===== src/hw/rtl/isc_pkg.sv =====
// Shared op codes, status codes and cell control type for the indexed stack.
`timescale 1ns / 1ps

package isc_pkg;

	localparam int DEPTH_DEF    = 64;
	localparam int TAG_BITS_DEF = 16;

	localparam logic [2:0] OP_PUSH        = 3'd0;
	localparam logic [2:0] OP_POP         = 3'd1;
	localparam logic [2:0] OP_READ        = 3'd2;
	localparam logic [2:0] OP_ERASE       = 3'd3;
	localparam logic [2:0] OP_ERASE_RANGE = 3'd4;
	localparam logic [2:0] OP_SET_FILL    = 3'd5;

	localparam logic [1:0] ST_DONE     = 2'd0;
	localparam logic [1:0] ST_OVERFLOW = 2'd1;
	localparam logic [1:0] ST_IGNORED  = 2'd2;

	typedef struct packed {
		logic push;
		logic snap;
		logic shift;
		logic restore;
		logic rd_sel;
	} isc_cell_ctl_t;

endpackage


===== src/hw/rtl/isc_cell.sv =====
// One stack cell: entry word and tag, a snapshot copy, and a shift-down path.
`timescale 1ns / 1ps

module isc_cell
	import isc_pkg::*;
#(
	parameter int TAG_BITS = TAG_BITS_DEF
) (
	input  logic                clk,
	input  logic                arst_n,
	input  isc_cell_ctl_t       ctl,
	input  logic [63:0]         push_word,
	input  logic [TAG_BITS-1:0] push_tag_w,
	input  logic [63:0]         next_word,
	input  logic [TAG_BITS-1:0] next_tag,
	output logic [63:0]         cur_word,
	output logic [TAG_BITS-1:0] cur_tag,
	output logic [63:0]         rd_word,
	output logic [TAG_BITS-1:0] rd_tag
);

	logic [63:0]         word_q;
	logic [TAG_BITS-1:0] tag_q;
	logic [63:0]         snap_word_q;
	logic [TAG_BITS-1:0] snap_tag_q;

	always_ff @(posedge clk or negedge arst_n) begin
		if (!arst_n) begin
			word_q <= '0;
			tag_q  <= '0;
		end else if (ctl.restore) begin
			word_q <= snap_word_q;
			tag_q  <= snap_tag_q;
		end else if (ctl.shift) begin
			word_q <= next_word;
			tag_q  <= next_tag;
		end else if (ctl.push) begin
			word_q <= push_word;
			tag_q  <= push_tag_w;
		end
	end

	// copy taken when an erase starts; entries above the new top come back from it
	always_ff @(posedge clk) begin
		if (ctl.snap) begin
			snap_word_q <= word_q;
			snap_tag_q  <= tag_q;
		end
	end

	assign cur_word = word_q;
	assign cur_tag  = tag_q;
	assign rd_word  = ctl.rd_sel ? word_q : '0;
	assign rd_tag   = ctl.rd_sel ? tag_q : '0;

endmodule


===== config.mk =====
export PLATFORM = sky130hd
export DESIGN_NAME = isc_cell
export DESIGN_NICKNAME = d
export VERILOG_FILES = /design/src/hw/rtl/isc_pkg.sv /design/src/hw/rtl/isc_cell.sv
export SDC_FILE = /design/constraint.sdc
export NUM_CORES = 1
export LEC_CHECK = 0
export BUFFER_PORTS_ARGS = -buffer_cell sky130_fd_sc_hd__buf_4
export CAP_MARGIN = 20
export CORE_AREA = 2 2 128 130
export CTS_BUF_LIST = sky130_fd_sc_hd__clkbuf_2
export CTS_CLUSTER_DIAMETER = 80
export CTS_CLUSTER_SIZE = 14
export DETAILED_ROUTE_END_ITERATION = 10
export DIE_AREA = 0 0 130 132
export PLACE_DENSITY = 0.79
export RECOVER_POWER = 25
export SLEW_MARGIN = 20
export SYNTH_ARGS = -nofsm -noshare
export SYNTH_HDL_FRONTEND = slang
export SYNTH_SLANG_ARGS = --single-unit

===== constraint.sdc =====
create_clock -name clk -period 2.15 [get_ports clk]
set_input_delay 0.1075 -clock clk [delete_from_list [all_inputs] [get_ports clk]]
set_output_delay 0.1075 -clock clk [all_outputs]
set_load 0.005 [all_outputs]

======== After elaboration in Yosys (flattened, before gate mapping) ========
Index checks and enable logic that the tools add are counted.
cells by class
  add/subtract/negate cells ............... 0
  multipliers ............................. 0
  div/mod/pow operators ................... 0
  magnitude comparators ................... 0
  eq/ne operators ......................... 0
  shift-type cells ........................ 0
  mux-type cells .......................... 8
  bitwise operators ....................... 0
  reduce and logical (&&, ||, !) cells .... 1
operator list
  operator            count
  two-way mux 64 bit  4
  two-way mux 16 bit  4
  nonzero test 3 bit  1
word-level totals
  register bits ........................... 160
  bits in latches ......................... 0
  bits in writable memories ............... 0
  memory bits (read-only) ................. 0
  input port bits ......................... 167
  output and inout port bits .............. 160
  memories ................................ 0

======== Depth between registers and ports, before layout ========
  depth in word-level cells ............... 3
  depth in mapped cells ................... 6

======== Worst setup path after synthesis ========
No wires, ideal clock.
  path type ............................... input port to flip-flop
  start point ............................. in ctl[1] (netlist bit)
  end point ............................... reg tag_q[13], in the netlist cur_tag[13]
  data arrival time ....................... 1,031 ps
  setup slack ............................. 1,036 ps
  cell stages on the path ................. 6
  buffers on the path ..................... 3
  cells stage by stage .................... buf_6 > buf_6 > nor3_4 > buf_6 > a22oi_1 > o21ai_0
between the ends
  longest elaborated chain between the ends .. 1
ends and longest elaborated chain
  item                                                                       line            source
  from (decl)                                                                isc_cell.sv:11  input isc_cell_ctl_t ctl,
  nonzero test 3 bit (no source line) or two-way mux 16 bit (tied branches)  -
  to (signal assigned)                                                       isc_cell.sv:33  tag_q <= snap_tag_q;
  to (signal assigned)                                                       isc_cell.sv:36  tag_q <= next_tag;
  to (signal assigned)                                                       isc_cell.sv:39  tag_q <= push_tag_w;
  to (decl)                                                                  isc_cell.sv:23  logic [TAG_BITS-1:0] tag_q;
Parallel ways exist; a longest one is shown, timed or not.
A chain may end at the register's enable or synchronous reset.

==> flow_summary.toml <==
[worst_setup_path]
critPathMaxFanout = 41
start_kind = "primary input"
crit_buf_inv = 5
cp_slowest_cell = "dlygate4sd3_1"
max_stage_delay_ps = 1030
cp_cell_sequence = "dlygate4sd3_1 > dlygate4sd3_1 > clkbuf_1 > dlygate4sd3_1 > buf_12"
ff2ff_setup_slack_ps = 1240
critPathMostFrequentCell = "dlygate4sd3_1"
critPathKind = "primary input to asynchronous set/reset pin"
crit_family = "buffers and inverters"
required_ps = 3080
critPathArrivalTime_ps = 2770
setup.worst_path.end_class = "asynchronous set/reset pin"

[die]
die_area_sq_um = 17200
die_h_microns = 132
die_x_microns = 130
core_sq_um = 15700
rows = 46
start_util_pct = 46.7
pin_count = 327

[yosys]
yosysSeqAreaShare_pct = 60.0
synth.top_cell.area_share_pct = 32.7
syn_area_per_cell_sq_um = 11.9
synthAdderAreaFrac_pct = 0
async_reset_ff_share_pct = 50.0
netlist_area_sq_um = 7340
synth.most_common_cell = "a22oi_1"
yosys-top-cells-area = "edfxtp_1, dfrtp_1, and3b_1, a22oi_1, and2_1"
yosys.area_share.simple_pct = 16.3
synth_top_family_by_area = "compound AO/OA/AOI/OAI gates"
yosysTopAreaCell = "edfxtp_1"
synthFlopType = "edfxtp_1"
netlist-cell-type-count = 15
synth_common_cells = "a22oi_1, and2_1, dfrtp_1, edfxtp_1"
synth_xor_area_share_pct = 0
ys_ff_latch = 160
synth_edf_count = 80
postSynthCellCount = 618
synth_compound_area_share_pct = 19.2
synth_warnings = 0
syn_nets = 785
muxShareOfSynthArea_pct = 0

[power]
clock_power_share_pct = 22.0
leakagePower_nw = 5.30
seqPwrFrac_pct = 54.8
switching_share_pct = 28.1
internal-power_mw = 4.98
combPwrFrac_pct = 23.2
power_density_nw_per_um2 = 592
p_switching_mw = 1.95
worst_ir_drop_vdd_uv = 326

[finish]
syn_to_final_growth_pct = 59.6
stdcell_count = 1309
fin_area_sq_um = 11700
drive_above_1_share_pct = 33.6
fin_nets = 1246

[route]
wl_per_cell_microns = 18.5
wl_met1_mm = 9.20
wl_mm = 24.3
drt_iter0_markers = 517
vias = 7062
dr_wl_met3_mm = 1.66
drtAntennaViolNets = 0
wl_met2_mm = 12.7
drc = 0
routed_via_density = 5.39
drt_pass1_iterations = 5
dr.max_layer_used = "met4"

[grt]
antenna_found_initial = 1
grt_pass1_wl_mm = 37.4
grt_start_max_net_pins = 86
grt_overflow = 0
grt_util_all_layers_pct = 28.1
grt_pass1_vias = 7108

[sta]
maxSlewViolCount = 0
worst_pin_slew_ps = 1400
period_needed_ps = 1850
fin_skew_ps = 19.6
setup_tns_ps = 0
hold_viol = 0
slew_headroom_pct = 6.72
rsz0062_at_grt = "no"
fmax_ghz = 0.542
setup_viol = 0
period_share_pct = 85.8

[cts]
clk_latency_ps = 740
clockBufferDepth = 2
clockRootBuffer = "clkbuf_2"
cts_tree = "yes"
cts_sinks = 160
cts_buffers = 17
clk_pin_slew_ps = 220
cts-htree-levels = 4

[placement]
post_dp_cell_area_sq_um = 9860
place_congestion = 0.784
port_buffers = 326
dp_hpwl_mm = 14.6
dp_cells = 1112

[hold_path]
min_path_type = "primary input to flip-flop"

[flow_run]
max_cap_violations = 0

[run_status]
status = "complete, no violations"
[routing by layer]
metal	track usage (%)	up-vias
li1	-	3245
met1	32.9	3436
met2	49.4	332
met3	6.05	49
met4	11.8	0
met5	0	-
[what timing repair did]
item,CTS,global route
hold buffers,164,0
hold endpoints to repair,240,0
buffers inserted,0,0
resized for setup,0,0
[power by group through the flow]
stage	combinational [mW]	sequential (mW)	clock, mW
2_1_floorplan	0.472	3.79	0
3_3_place_gp	1.27	3.83	0
3_5_place_dp	1.29	3.86	0
4_1_cts	1.58	3.79	1.55
5_1_grt	1.74	3.84	1.67
6_report	1.61	3.80	1.52
[worst register-to-register path: cells and delay by family, from the launching register on]
kind | cells | cell delay, ps
AOI/OAI and AO/OA | 2 | 330
DFF | 1 | 470
[registers in the layout, summed over array words and instances (netlist names)]
name and cells:
cur_tag 16, cur_word 64, snap_tag_q 16, snap_word_q 64
[placed cells by master (no fill, tap or decap), drive strengths merged]
| cell type | Yosys | routed |
|---|---|---|
| a21oi | 77 | 77 |
| a22oi | 83 | 83 |
| and2 | 80 | 80 |
| and3b | 77 | 77 |
| buf | 29 | 334 |
| bufinv | 0 | 1 |
| clkbuf | 30 | 23 |
| clkinv | 0 | 5 |
| clkinvlp | 0 | 3 |
| dfrtp | 80 | 80 |
| diode | 0 | 1 |
| dlygate4sd3 | 0 | 164 |
| edfxtp | 80 | 80 |
| inv | 0 | 3 |
| nor2b | 1 | 1 |
| nor3 | 1 | 1 |
| o21ai | 80 | 80 |
[area by class of cell]
type | instances | area [sq um]
Timing Repair Buffer | 501 | 4210
Antenna cell | 1 | 2.50
Fill cell | 1038 | 4010
Clock inverter | 12 | 110
Tap cell | 216 | 270
Sequential cell | 160 | 4400
Clock buffer | 20 | 100
Multi-Input combinational cell | 399 | 2610
[cells by family (layout without fill, tap and decap cells)]
| group | count (synthesis) | count (layout) |
|---|---|---|
| buffers and inverters | 59 | 533 |
| other | 0 | 1 |
| AOI/OAI and AO/OA | 240 | 240 |
| and+or+nand+nor | 159 | 159 |
| DFF | 160 | 160 |
[stage by stage]
stage / util, % / power [mW] / hold slack (ps) / worst slack [ps]
floorplan: - / 4.26 / -188 / 1040
global placement: 62.8 / 5.10 / -33.2 / 740
detailed placement: 62.8 / 5.15 / -30.9 / 658
CTS: 74.5 / 6.92 / 29.8 / 414
global route: 74.5 / 7.25 / 65.3 / 244
finish: 74.5 / 6.93 / 116 / 304
[path summary, 6_finish.rpt]
kind | from | endpoint | cells past startpoint
max reg2reg | cur_word[39] | cur_word[39] | 2
min | ctl[1] | cur_word[15] | 3
min reg2reg | snap_word_q[28] | cur_word[28] | 2
min in group asynchronous | arst_n | cur_tag[13] | 4
max | arst_n | cur_word[33] | 5
max in group clk | ctl[3] | snap_word_q[10] | 3
Power figures use the tool's default switching activity.
